--- src/hw/rtl/drl_pkg.sv ---
package drl_pkg;

  localparam int COORD_BITS = 12;
  localparam int CFG_W      = 12;
  localparam int CFG_ADDR_W = 2;
  localparam int IN_DATA_W  = 56;
  localparam int OUT_DATA_W = 56;

  localparam logic [CFG_ADDR_W-1:0] REG_SCREEN_WIDTH  = 2'd0;
  localparam logic [CFG_ADDR_W-1:0] REG_SCREEN_HEIGHT = 2'd1;
  localparam logic [CFG_ADDR_W-1:0] REG_FULL_REFRESH  = 2'd2;

  localparam logic REQ_ADD   = 1'b0;
  localparam logic REQ_FLUSH = 1'b1;

  typedef enum logic [1:0] {
    KIND_ADD  = 2'd0,
    KIND_RECT = 2'd1,
    KIND_NONE = 2'd2
  } kind_t;

  typedef enum logic [2:0] {
    ST_STORED       = 3'd0,
    ST_COVERED      = 3'd1,
    ST_EMPTY        = 3'd2,
    ST_FULL_REFRESH = 3'd3,
    ST_LIST_FULL    = 3'd4,
    ST_FADING       = 3'd5
  } status_t;

  typedef struct packed {
    logic [COORD_BITS-1:0] l;
    logic [COORD_BITS-1:0] t;
    logic [COORD_BITS-1:0] r;
    logic [COORD_BITS-1:0] b;
  } box_t;

  typedef struct packed {
    logic [CFG_W-1:0] width;
    logic [CFG_W-1:0] height;
    logic             full;
  } cfg_t;

  // decoded request, edges already clipped
  typedef struct packed {
    logic is_flush;
    logic fading;
    logic empty;
    box_t box;
  } req_t;

  typedef struct packed {
    kind_t   kind;
    status_t status;
    box_t    box;
    logic    last;
  } res_t;

  function automatic logic [COORD_BITS-1:0] clamp(input logic [COORD_BITS-1:0] v,
                                                  input logic [COORD_BITS-1:0] hi);
    logic [COORD_BITS-1:0] mag;
    mag = {1'b0, v[COORD_BITS-2:0]};
    if (v[COORD_BITS-1]) begin
      return '0;
    end else if (mag > hi) begin
      return hi;
    end
    return mag;
  endfunction

  function automatic logic holds(input box_t outer, input box_t inner);
    return (outer.l <= inner.l) && (inner.r <= outer.r) &&
           (outer.t <= inner.t) && (inner.b <= outer.b);
  endfunction

endpackage

--- src/hw/rtl/drl_store.sv ---
module drl_store #(
  parameter int DEPTH = 32,
  parameter int WIDTH = 48
) (
  input  logic                     clk,
  input  logic                     we,
  input  logic [$clog2(DEPTH)-1:0] waddr,
  input  logic [WIDTH-1:0]         wdata,
  input  logic                     re,
  input  logic [$clog2(DEPTH)-1:0] raddr,
  output logic [WIDTH-1:0]         rdata
);

  logic [WIDTH-1:0] mem [DEPTH];

  always_ff @(posedge clk) begin
    if (we) begin
      mem[waddr] <= wdata;
    end
  end

  always_ff @(posedge clk) begin
    if (re) begin
      rdata <= mem[raddr];
    end
  end

endmodule

--- src/hw/rtl/drl_ctrl.sv ---
module drl_ctrl #(
  parameter int MAX_RECTS = 32
) (
  input  logic           clk,
  input  logic           rst,
  input  drl_pkg::cfg_t  cfg,
  input  logic           req_valid,
  input  drl_pkg::req_t  req,
  output logic           req_ready,
  output logic           res_valid,
  input  logic           res_ready,
  output drl_pkg::res_t  res_out
);

  localparam int IW = $clog2(MAX_RECTS);
  localparam int CW = $clog2(MAX_RECTS + 1);

  typedef enum logic [2:0] {
    S_IDLE,
    S_WALK,
    S_FINISH,
    S_FLUSH,
    S_RESULT
  } state_t;

  state_t           state;
  logic [CW-1:0]    cnt;
  logic [CW-1:0]    j;
  logic [CW-1:0]    keep;
  logic [CW-1:0]    flush_n;
  logic             covered;
  logic             fading;
  drl_pkg::box_t    nb;
  drl_pkg::res_t    pend;

  logic             mem_we;
  logic [IW-1:0]    mem_waddr;
  drl_pkg::box_t    mem_wdata;
  logic             mem_re;
  logic [IW-1:0]    mem_raddr;
  drl_pkg::box_t    entry;

  logic             accept;
  logic             start_walk;
  logic             start_flush;
  logic             cover_hit;
  logic             keep_this;
  logic [CW-1:0]    keep_next;
  logic [CW-1:0]    j_inc;
  logic             walk_end;
  logic             flush_last;
  logic             out_free;
  logic             load_out;
  logic             append;

  drl_store #(
    .DEPTH(MAX_RECTS),
    .WIDTH($bits(drl_pkg::box_t))
  ) u_store (
    .clk  (clk),
    .we   (mem_we),
    .waddr(mem_waddr),
    .wdata(mem_wdata),
    .re   (mem_re),
    .raddr(mem_raddr),
    .rdata(entry)
  );

  assign req_ready  = (state == S_IDLE);
  assign accept     = req_valid && req_ready;
  assign out_free   = !res_valid || res_ready;
  assign load_out   = ((state == S_FLUSH) || (state == S_RESULT)) && out_free;
  assign j_inc      = j + CW'(1);
  assign walk_end   = (j_inc == cnt);
  assign flush_last = (j_inc == flush_n);

  assign start_walk  = accept && !req.is_flush && !cfg.full && !req.empty && (cnt != '0);
  assign start_flush = accept && req.is_flush && !cfg.full && !req.fading && (cnt != '0);

  // first containing entry stops removals; it and everything after it stay
  assign cover_hit = !covered && drl_pkg::holds(entry, nb);
  assign keep_this = covered || cover_hit || !drl_pkg::holds(nb, entry);
  assign keep_next = keep + CW'(keep_this);

  assign append = (state == S_FINISH) && !covered && !fading && (cnt != CW'(MAX_RECTS));

  always_comb begin
    mem_re    = 1'b0;
    mem_raddr = '0;
    mem_we    = 1'b0;
    mem_waddr = keep[IW-1:0];
    mem_wdata = entry;
    if (start_walk || start_flush) begin
      mem_re = 1'b1;
    end
    if (state == S_WALK) begin
      mem_we = keep_this;
      if (!walk_end) begin
        mem_re    = 1'b1;
        mem_raddr = j_inc[IW-1:0];
      end
    end
    if (state == S_FLUSH && out_free && !flush_last) begin
      mem_re    = 1'b1;
      mem_raddr = j_inc[IW-1:0];
    end
    if (append) begin
      mem_we    = 1'b1;
      mem_waddr = cnt[IW-1:0];
      mem_wdata = nb;
    end
  end

  always_ff @(posedge clk) begin
    if (rst) begin
      state     <= S_IDLE;
      cnt       <= '0;
      res_valid <= 1'b0;
    end else begin
      if (load_out) begin
        res_valid <= 1'b1;
      end else if (res_ready) begin
        res_valid <= 1'b0;
      end
      unique case (state)
        S_IDLE: begin
          if (accept) begin
            pend.last   <= 1'b1;
            nb          <= req.box;
            fading      <= req.fading;
            covered     <= 1'b0;
            keep        <= '0;
            j           <= '0;
            flush_n     <= cnt;
            if (req.is_flush == drl_pkg::REQ_ADD) begin
              pend.kind <= drl_pkg::KIND_ADD;
              pend.box  <= '0;
              if (cfg.full) begin
                pend.status <= drl_pkg::ST_FULL_REFRESH;
                state       <= S_RESULT;
              end else if (req.empty) begin
                pend.status <= drl_pkg::ST_EMPTY;
                state       <= S_RESULT;
              end else if (cnt == '0) begin
                state <= S_FINISH;
              end else begin
                state <= S_WALK;
              end
            end else begin
              cnt         <= '0;
              pend.status <= drl_pkg::ST_STORED;
              if (cfg.full) begin
                pend.kind <= drl_pkg::KIND_RECT;
                pend.box  <= '{l: '0, t: '0, r: cfg.width, b: cfg.height};
                state     <= S_RESULT;
              end else if (cnt == '0 || req.fading) begin
                pend.kind <= drl_pkg::KIND_NONE;
                pend.box  <= '0;
                state     <= S_RESULT;
              end else begin
                state <= S_FLUSH;
              end
            end
          end
        end
        S_WALK: begin
          keep    <= keep_next;
          covered <= covered || cover_hit;
          j       <= j_inc;
          if (walk_end) begin
            cnt   <= keep_next;
            state <= S_FINISH;
          end
        end
        S_FINISH: begin
          if (covered) begin
            pend.status <= drl_pkg::ST_COVERED;
          end else if (fading) begin
            pend.status <= drl_pkg::ST_FADING;
          end else if (cnt == CW'(MAX_RECTS)) begin
            pend.status <= drl_pkg::ST_LIST_FULL;
          end else begin
            pend.status <= drl_pkg::ST_STORED;
            cnt         <= cnt + CW'(1);
          end
          state <= S_RESULT;
        end
        S_FLUSH: begin
          if (out_free) begin
            res_out.kind   <= drl_pkg::KIND_RECT;
            res_out.status <= drl_pkg::ST_STORED;
            res_out.box    <= entry;
            res_out.last   <= flush_last;
            j              <= j_inc;
            if (flush_last) begin
              state <= S_IDLE;
            end
          end
        end
        S_RESULT: begin
          if (out_free) begin
            res_out <= pend;
            state   <= S_IDLE;
          end
        end
        default: state <= S_IDLE;
      endcase
    end
  end

endmodule

--- src/hw/rtl/dirty_rect_list.sv ---
// Dirty rectangle list.
// Input stream s_*: s_tuser is the request type (add or flush); s_tdata carries
// the rectangle edges and the fading flag. An add returns one status result;
// a flush returns each stored rectangle in order (tlast on the final one), or a
// single whole-screen or nothing-to-copy result.
// Output stream m_*: m_tuser is the result kind, m_tlast marks the final
// result of a request.
// Config: cfg_we/cfg_addr/cfg_data write screen_width (0), screen_height (1)
// and full_refresh_mode (2); write only while the block is idle.
// An add of a non-empty box with full-refresh mode off walks the stored entries
// in order: the walk reads one entry of the list memory per cycle and writes
// back the kept ones at the same time. A flush that returns stored rectangles
// reads them out through the registered memory read, one per cycle while the
// receiver takes them.
// One request is in work at a time; s_tready rises again once the last result
// has been loaded into the output register.
// A stalled receiver holds the output register and pauses the flush readout.
// Reset empties the list (the memory itself is not cleared) and loads
// 320 x 200 with full-refresh mode on.
module dirty_rect_list #(
  parameter int MAX_RECTS = 32
) (
  input  logic                               clk,
  input  logic                               rst,
  input  logic                               s_tvalid,
  output logic                               s_tready,
  // rect_left, rect_top, rect_right, rect_bottom, fading_out, zero pad
  input  logic [drl_pkg::IN_DATA_W-1:0]      s_tdata,
  // req_type
  input  logic                               s_tuser,
  output logic                               m_tvalid,
  input  logic                               m_tready,
  // add_status, out_left, out_top, out_right, out_bottom, zero pad
  output logic [drl_pkg::OUT_DATA_W-1:0]     m_tdata,
  // result_kind
  output logic [1:0]                         m_tuser,
  output logic                               m_tlast,
  input  logic                               cfg_we,
  input  logic [drl_pkg::CFG_ADDR_W-1:0]     cfg_addr,
  input  logic [drl_pkg::CFG_W-1:0]          cfg_data
);

  localparam int CB = drl_pkg::COORD_BITS;

  drl_pkg::cfg_t cfg;
  drl_pkg::req_t req;
  drl_pkg::box_t clipped;
  drl_pkg::res_t res;

  always_ff @(posedge clk) begin
    if (rst) begin
      cfg.width  <= drl_pkg::CFG_W'(320);
      cfg.height <= drl_pkg::CFG_W'(200);
      cfg.full   <= 1'b1;
    end else if (cfg_we) begin
      unique case (cfg_addr)
        drl_pkg::REG_SCREEN_WIDTH:  cfg.width  <= cfg_data;
        drl_pkg::REG_SCREEN_HEIGHT: cfg.height <= cfg_data;
        drl_pkg::REG_FULL_REFRESH:  cfg.full   <= cfg_data[0];
        default: ;
      endcase
    end
  end

  always_comb begin
    clipped.l    = drl_pkg::clamp(s_tdata[CB-1:0],        cfg.width);
    clipped.t    = drl_pkg::clamp(s_tdata[2*CB-1:CB],     cfg.height);
    clipped.r    = drl_pkg::clamp(s_tdata[3*CB-1:2*CB],   cfg.width);
    clipped.b    = drl_pkg::clamp(s_tdata[4*CB-1:3*CB],   cfg.height);
    req.is_flush = s_tuser;
    req.fading   = s_tdata[4*CB];
    req.box      = clipped;
    req.empty    = (clipped.l >= clipped.r) || (clipped.t >= clipped.b);
  end

  drl_ctrl #(
    .MAX_RECTS(MAX_RECTS)
  ) u_ctrl (
    .clk      (clk),
    .rst      (rst),
    .cfg      (cfg),
    .req_valid(s_tvalid),
    .req      (req),
    .req_ready(s_tready),
    .res_valid(m_tvalid),
    .res_ready(m_tready),
    .res_out  (res)
  );

  assign m_tuser = res.kind;
  assign m_tlast = res.last;
  assign m_tdata = {(drl_pkg::OUT_DATA_W - 3 - 4*CB)'(0),
                    res.box.b, res.box.r, res.box.t, res.box.l, res.status};

`ifndef SYNTHESIS
  a_add_single: assert property (@(posedge clk) disable iff (rst)
    m_tvalid && (m_tuser == drl_pkg::KIND_ADD) |-> m_tlast)
    else $error("add result without tlast");

  a_flush_status_zero: assert property (@(posedge clk) disable iff (rst)
    m_tvalid && (m_tuser != drl_pkg::KIND_ADD) |-> (m_tdata[2:0] == drl_pkg::ST_STORED))
    else $error("flush result with nonzero status");

  a_none_no_edges: assert property (@(posedge clk) disable iff (rst)
    m_tvalid && (m_tuser == drl_pkg::KIND_NONE) |-> (m_tdata[50:3] == '0) && m_tlast)
    else $error("nothing-to-copy result carries edges");

  a_one_at_a_time: assert property (@(posedge clk) disable iff (rst)
    s_tvalid && s_tready |=> !s_tready)
    else $error("second request taken while busy");
`endif

endmodule

--- config.mk ---
export PLATFORM = sky130hd
export DESIGN_NAME = dirty_rect_list
export DESIGN_NICKNAME = d
export VERILOG_FILES = /design/src/hw/rtl/drl_pkg.sv /design/src/hw/rtl/drl_store.sv /design/src/hw/rtl/drl_ctrl.sv /design/src/hw/rtl/dirty_rect_list.sv
export SDC_FILE = /design/constraint.sdc
export NUM_CORES = 2
export LEC_CHECK = 0
export BUFFER_PORTS_ARGS = -buffer_cell sky130_fd_sc_hd__clkbuf_2
export CORE_MARGIN = 8
export CORE_UTILIZATION = 35
export CTS_BUF_LIST = sky130_fd_sc_hd__clkbuf_16
export CTS_CLUSTER_DIAMETER = 120
export DETAILED_ROUTE_END_ITERATION = 16
export GPL_TIMING_DRIVEN = 0
export HOLD_SLACK_MARGIN = 0.1
export PLACE_DENSITY = 0.48
export SLEW_MARGIN = 0
export SYNTH_ARGS = -nofsm -noshare
export SYNTH_HDL_FRONTEND = slang
export SYNTH_SLANG_ARGS = --single-unit
--- constraint.sdc ---
create_clock -name clk -period 9.1 [get_ports clk]
set_input_delay 1.82 -clock clk [delete_from_list [all_inputs] [get_ports clk]]
set_output_delay 1.82 -clock clk [all_outputs]
set_load 0.005 [all_outputs]
## After elaboration in Yosys (flattened, before gate mapping)

Memories as Yosys holds them, arrays and structs flattened. A register that Yosys moved wholly into a read port is not among the register bits.
Cells that the tools add are included.

- Flip-flop bits (word level): 186
- Bits in writable memories: 1536
- Bits of input ports: 76
- Output and inout bits: 61
- Word-level logic and storage cells: 203
- Memories: 1

- $add $sub $neg: 3
- $lt $le $gt $ge: 14
- Equal/unequal tests: 21
- Multiplexer cells: 75
- Bitwise gates (word level): 2
- Reduce and logical (&&, ||, !) cells: 60

Memories:

| name | depth | bits a word | read ports | clocked after Yosys merged registers in | write ports | line | text |
|---|---|---|---|---|---|---|---|
| u_ctrl.u_store.mem | 32 | 48 | 1 | 1 | 1 | drl_store.sv:14 | `logic [WIDTH-1:0] mem [DEPTH];` |

Operators with widths:

| cell | count |
|---|---|
| $mux 12 | 12 |
| $mux 48 | 3 |
| $mux 54 | 2 |
| $pmux 54 s2 | 1 |
| $le 12x12->1 | 8 |
| $mux 52 | 1 |
| $mux 51 | 1 |
| $gt 11x12->1 | 4 |
| $mux 6 | 8 |
| $mux 3 | 15 |
| $pmux 6 s3 | 2 |
| $ge 12x12->1 | 2 |
| $logic_and 1x1->1 | 22 |
| $mux 1 | 20 |
| $mux 5 | 4 |
| $reduce_and 4->1 | 4 |
| $pmux 3 s5 | 1 |
| $add 6x1->6 const B | 2 |
| $eq 6x6->1 | 2 |
| $pmux 6 s2 | 1 |
| $ne 2x2->1 const B | 5 |
| $logic_not 1->1 | 9 |
| $ne 2x1->1 const B | 4 |
| $reduce_bool 2->1 | 4 |
| 25 further kinds | 38 |

## Logic depth before layout (Yosys ltp)

- Depth in word-level cells: 14
- Mapped depth: 22
- Gate-level depth less buffers: 21

## Cells and area by module

From an unflattened synthesis, not the netlist that was laid out.

- Cell total of the unflattened synthesis: 4512
- Area, all modules: 73255.3 sq um

By module, submodules not included:

| module | times used | cells each | area an instance (sq um) | sequential area each (sq um) |
|---|---|---|---|---|
| drl_store | 1 | 3364 | 61205.0 | 47565.6 |
| drl_ctrl | 1 | 675 | 8232.9 | 4734.5 |
| dirty_rect_list | 1 | 473 | 3817.4 | 500.5 |

## Worst setup path after synthesis

No wires, ideal clock.

- Path kind: input -> register
- Start: in s_tdata[37] in the netlist's numbering
- End: reg u_ctrl.u_store.rdata[0] (read register of u_ctrl.u_store.mem), enable pin
- Library setup time: 0.406 ns
- Arrival time: 6.551 ns
- Data required time: 8.694 ns
- Setup slack: 2.142 ns
- Stages: 19
- Path buffers: 1
- Cells stage by stage: ha_1 nor2b_1 o21a_1 o21a_1 o21a_1 o21bai_1 a21oi_1 o31ai_1 clkbuf_1 mux2i_1 or2_2 ha_1 and4_1 a2111oi_0 nand3_1 a31oi_1 o211ai_1 a21o_1 nand2_1

- Longest elaborated chain between the ends: 14

Ends and longest elaborated chain:

| item | line | text |
|---|---|---|
| start: declaration | dirty_rect_list.sv:28 | `input logic [drl_pkg::IN_DATA_W-1:0] s_tdata,` |
| $gt 11x12->1 | drl_pkg.sv:65 | `end else if (mag > hi) begin` |
| $mux 1 | drl_pkg.sv:65 |  |
| $mux 1 | drl_pkg.sv:63 | `if (v[COORD_BITS-1]) begin` |
| $mux 12 (*) | drl_pkg.sv:68 | `return mag;` |
| $ge 12x12->1 (*) | dirty_rect_list.sv:73 | `req.empty = (clipped.l >= clipped.r) \|\| (clipped.t >= clipped.b);` |
| $logic_or 1x1->1 (*) | dirty_rect_list.sv:73 |  |
| $logic_not 1->1 (*) | drl_ctrl.sv:77 | `assign start_walk = accept && !req.is_flush && !cfg.full && !req.empty && (cnt != '0);` |
| $logic_and 1x1->1 (*) (2 in series) | drl_ctrl.sv:77 |  |
| $logic_or 1x1->1 (*) | drl_ctrl.sv:93 | `if (start_walk \|\| start_flush) begin` |
| $mux 1 (*) | drl_ctrl.sv:93 |  |
| $mux 1 | drl_ctrl.sv:98 | `if (!walk_end) begin` |
| $mux 1 (*) | drl_ctrl.sv:96 | `if (state == S_WALK) begin` |
| $mux 1 (*) | drl_ctrl.sv:103 | `if (state == S_FLUSH && out_free && !flush_last) begin` |
| via u_ctrl.mem_re | drl_ctrl.sv:39 | `logic mem_re;` |
| end: declaration | drl_store.sv:11 | `output logic [WIDTH-1:0] rdata` |

Mark *: on every way through the listed nets, which the timed path passes. The rest lies on a longest branch.
A chain may end at the register's enable or synchronous reset.

## Final worst setup path

- Start: reg u_ctrl.j[1]
- End: reg u_ctrl.u_store.rdata[13] (read register of u_ctrl.u_store.mem), data pin

- Longest elaborated chain between the ends: 5
- Elaborated cells between the ends (all ways): 11
- Classes of those cells: 1 x add/sub; 2 x eq/ne; 6 x mux; 2 x reduce/logical

Ends and longest elaborated chain:

| item | line | text |
|---|---|---|
| start: declaration | drl_ctrl.sv:28 | `logic [CW-1:0] j;` |
| start signal: assignment | drl_ctrl.sv:169 | `j <= j_inc;` |
| start signal: assignment | drl_ctrl.sv:194 | `j <= j_inc;` |
| $add 6x1->6 (*) | drl_ctrl.sv:73 | `assign j_inc = j + CW'(1);` |
| via u_ctrl.j_inc[1] | drl_ctrl.sv:49 | `logic [CW-1:0] j_inc;` |
| $eq 6x6->1 (on tied branches) | drl_ctrl.sv:74, drl_ctrl.sv:75 |  |
| $mux 5 (tied with other cells) | drl_ctrl.sv:98 |  |
| $mux 5 (tied with other cells) | drl_ctrl.sv:96 |  |
| $mux 5 or $mux 1 (tied branches) | drl_ctrl.sv:103 |  |

Marked as above.

==> key figures <==
Timing
  – Worst-margin pin slew: between 1.5 and 2 ns
  – Max-slew violation count: 11
  – Crit share post-route: 0.719
  – Final TNS setup: 0 ns
  – Final hold viol count: 0
  – Unrepaired setup endpoints after global routing: no
  – WHS: ~0.43 ns
  – Clock Skew: approximately 0.032 ns
  – Final setup fails: 0
  – Final Critical Period: between 6 and 7 ns
  – Highest Clock Rate: between 150 and 200 MHz
  – Slew headroom: -0.00554

Synthesis
  – Cells after Synth: approximately 4.7k
  – Register area share after synthesis: 0.729
  – Ranking of synthesized cells by area: edfxtp_1, mux2i_1, nand2_1
  – Predominant post-synthesis flop cell: edfxtp_1
  – #FFs+latches synth: approximately 1.8k
  – Synth cell types: between 70 and 80
  – Asr flop ratio synth: 0
  – Cell Area, Synth: 72500 um2
  – Synthesis Warnings: 0
  – Most frequent cells after synthesis: edfxtp_1, nand2_1, mux2i_1
  – Area leader, netlist: edfxtp_1
  – Avg Cell Area, Syn: between 15 and 20 um2
  – Synth top area share: 0.719
  – Post-synth EDFFs: 1735
  – Most numerous cell in the Yosys netlist: edfxtp_1

GRT
  – Aggregate global routing overflow: 0
  – First-pass GRT wire length: between 300000 and 400000 um
  – Pin count of the biggest net entering global routing: 34
  – Vias in the first global route: approximately 43k
  – Initial antenna violation count: 20
  – Total track usage: 0.206

Layout
  – Nets: ~5.3k
  – Fin area: approximately 84000 um2
  – Syn-to-layout area delta: 16.6%
  – Fraction of layout cells with a size suffix above 1: 0.148
  – Filler instances: roughly 19k
  – Final instance count without filler cells: around 8.0k

Die
  – CORE AREA: 206000 um2
  – Die Height: 471 um
  – Starting Density: 0.351
  – Row Count: around 170
  – Die X: about 470 um
  – I/O pin cnt: roughly 140
  – Die area: 222000 um2

Min path
  – Hold WC Path Type: reg2reg
  – Min-delay src: u_ctrl.cnt[2]$_SDFFE_PP0P_

Flow run
  – Number of max-cap violations: 1

Worst setup path
  – Crit path launch: u_ctrl.j[1]$_SDFFCE_PN0P_
  – CP endpoint kind: flip-flop
  – Req. time, crit path: 9.53 ns
  – Reg2reg start: u_ctrl.j[1]$_SDFFCE_PN0P_
  – Reg2reg end: u_ctrl.u_store.rdata[13]$_DFFE_PP_
  – CP Data Arrival Time: around 7.0 ns
  – Startpoint Class: flip-flop
  – Crit Path Class: reg2reg
  – R2r setup slk: about 2.6 ns
  – Setup crit end: u_ctrl.u_store.rdata[13]$_DFFE_PP_
  – Worst r2r path cells: 12
  – Max Fanout on Critical Path: 10

Routing
  – DRT Pass-1 Iters: 6
  – Via count: approximately 44k
  – Vias per inst: ~5.5
  – Final wirelength: 236000 um
  – Antenna viol nets, final: 0
  – DRC viols: 0
  – WL/cell: roughly 30 um
  – DRT iter0 DRCs: roughly 4.8k

Clocking
  – Number of setup buffers added after CTS: 0
  – PostCTS Resize Cnt: 0
  – # H-tree levels: 4
  – Num CTS Buffers: 184
  – Worst-path clk slew: around 0.07 ns
  – Clock Path Buffers: 3
  – CTS root buffer: clkbuf_16
  – Clk_lat worst skew: 0.85 ns
  – Clk sinks: about 1.8k
  – Hold_buf cts: 0
  – CTS tree: done

Power
  – Power Total: 16.7 mW
  – Power density over the cells: approximately 200 nW/um2
  – Max VDD drop: around 0.00020 V
  – LEAKAGE: 28.4 nW

Placement
  – Placed Area: roughly 79000 um2
  – GPL Wtd Cong: around 0.86
  – Placed cells: 7628
  – Port bufs: ~120
  – DPL Wire Length: around 170000 um

Status
  – Status: finished with violations
  – Failing checks: capacitance limit, slew limit
worst min path at each step:
stage | end | slack, ns | cells after the start
CTS | u_ctrl.flush_n[4]$_DFFE_PP_ | 0.43 | 0
global placement | u_ctrl.flush_n[2]$_DFFE_PP_ | 0.41 | 0
detailed placement | u_ctrl.flush_n[2]$_DFFE_PP_ | 0.42 | 0
global route | u_ctrl.flush_n[2]$_DFFE_PP_ | 0.45 | 0
finish | u_ctrl.flush_n[2]$_DFFE_PP_ | 0.43 | 0
floorplan | u_ctrl.flush_n[2]$_DFFE_PP_ | 0.41 | 0
per-layer routing:
| metal | up-vias | wire length, um | track usage |
|---|---|---|---|
| met5 | - | 27 | 0 |
| met4 | 4 | 7640 | 0.0652 |
| met3 | 357 | 14800 | 0.0320 |
| met2 | 1550 | 112000 | 0.342 |
| met1 | 22600 | 101000 | 0.280 |
| li1 | 19300 | - | - |
area by class of cell:
| cell class | instances | area, um2 | share of cell area |
|---|---|---|---|
| sequential | 1770 | 52800 | 0.625 |
| clock buffer | 189 | 4730 | 0.0560 |
| tap | 2704 | 3380 | 0.0401 |
| inverter | 83 | 312 | 0.00369 |
| multi-input combinational | 2554 | 18600 | 0.220 |
| buffer | 299 | 1240 | 0.0146 |
| timing repair buffer | 218 | 2460 | 0.0291 |
| antenna | 7 | 17.5 | 0.000207 |
| clock inverter | 144 | 920 | 0.0109 |
where the power goes:
part	leakage (nW)	switching, mW	internal, mW
Sequential	15.9	0.0388	8.89
Clock	2.96	3.17	4.02
Combinational	9.53	0.407	0.210
Total	28.4	3.62	13.1
cells by family after synthesis:
logic type,after synthesis,share of synthesized area
other cells,2,0.000104
fa+ha+maj,121,0.0209
simple gates,1147,0.0727
compound gates,797,0.0806
mux,451,0.0722
xor+xnor,25,0.00369
flops,1770,0.729
buf+inv,382,0.0212
layout by cell type (no fill, tap or decap), types with 16 or more instances in the layout:
master and instances:
dfxtp_1 35, a31o_2 31, a31oi_1 58, xnor2_1 16, clkbuf_1 210, buf_1 18
o2bb2ai_1 47, edfxtp_1 1735, nand4b_1 48, mux2_2 72, mux4_2 50, o21a_1 20
buf_12 55, clkbuf_16 189, clkbuf_2 129, a21oi_1 66, nand2_1 556, a21o_1 30
and3_1 80, or2_2 23, mux2i_1 329, nor2_1 151, a31o_1 17, o21ai_1 19
a221oi_1 142, o21ai_0 117, nor2_4 33, buf_2 55, clkinv_2 28, ha_1 121
clkinv_1 49, nand3_1 164, a311oi_1 92, o221ai_1 47, o211ai_1 57, buf_16 16
inv_1 129
critical path, cell delays in order (launching register included):
cell	delay, ns
edfxtp_1	0.41
ha_1	0.29
buf_2	0.38
xor2_1	0.19
nor2_1	0.07
and4_1	0.22
a211oi_2	0.40
o21ai_1	0.52
nor2_2	1.23
clkbuf_1	0.49
nand3_1	0.23
a311oi_1	1.19
o211ai_1	0.47
flip-flops by register name, indices dropped and copies added, names as in the netlist:
register	flops
u_ctrl.nb	48
u_ctrl.flush_n	6
u_ctrl.j	6
u_ctrl.res_valid	1
u_ctrl.fading	1
u_ctrl.keep	6
u_ctrl.cnt	6
u_ctrl.state	3
u_ctrl.res_out	54
u_ctrl.covered	1
u_ctrl.pend	29
cfg	25
u_ctrl.u_store.rdata	48
u_ctrl.u_store.mem	1536
metrics by stage:
stage	utilization	worst slack, ns
floorplan	-	2.14
CTS	0.409	2.72
finish	0.409	2.56
global placement	0.371	-0.967
detailed placement	0.382	1.83
global route	0.409	2.33
Note: power is estimated with default switching activity, not from simulation.
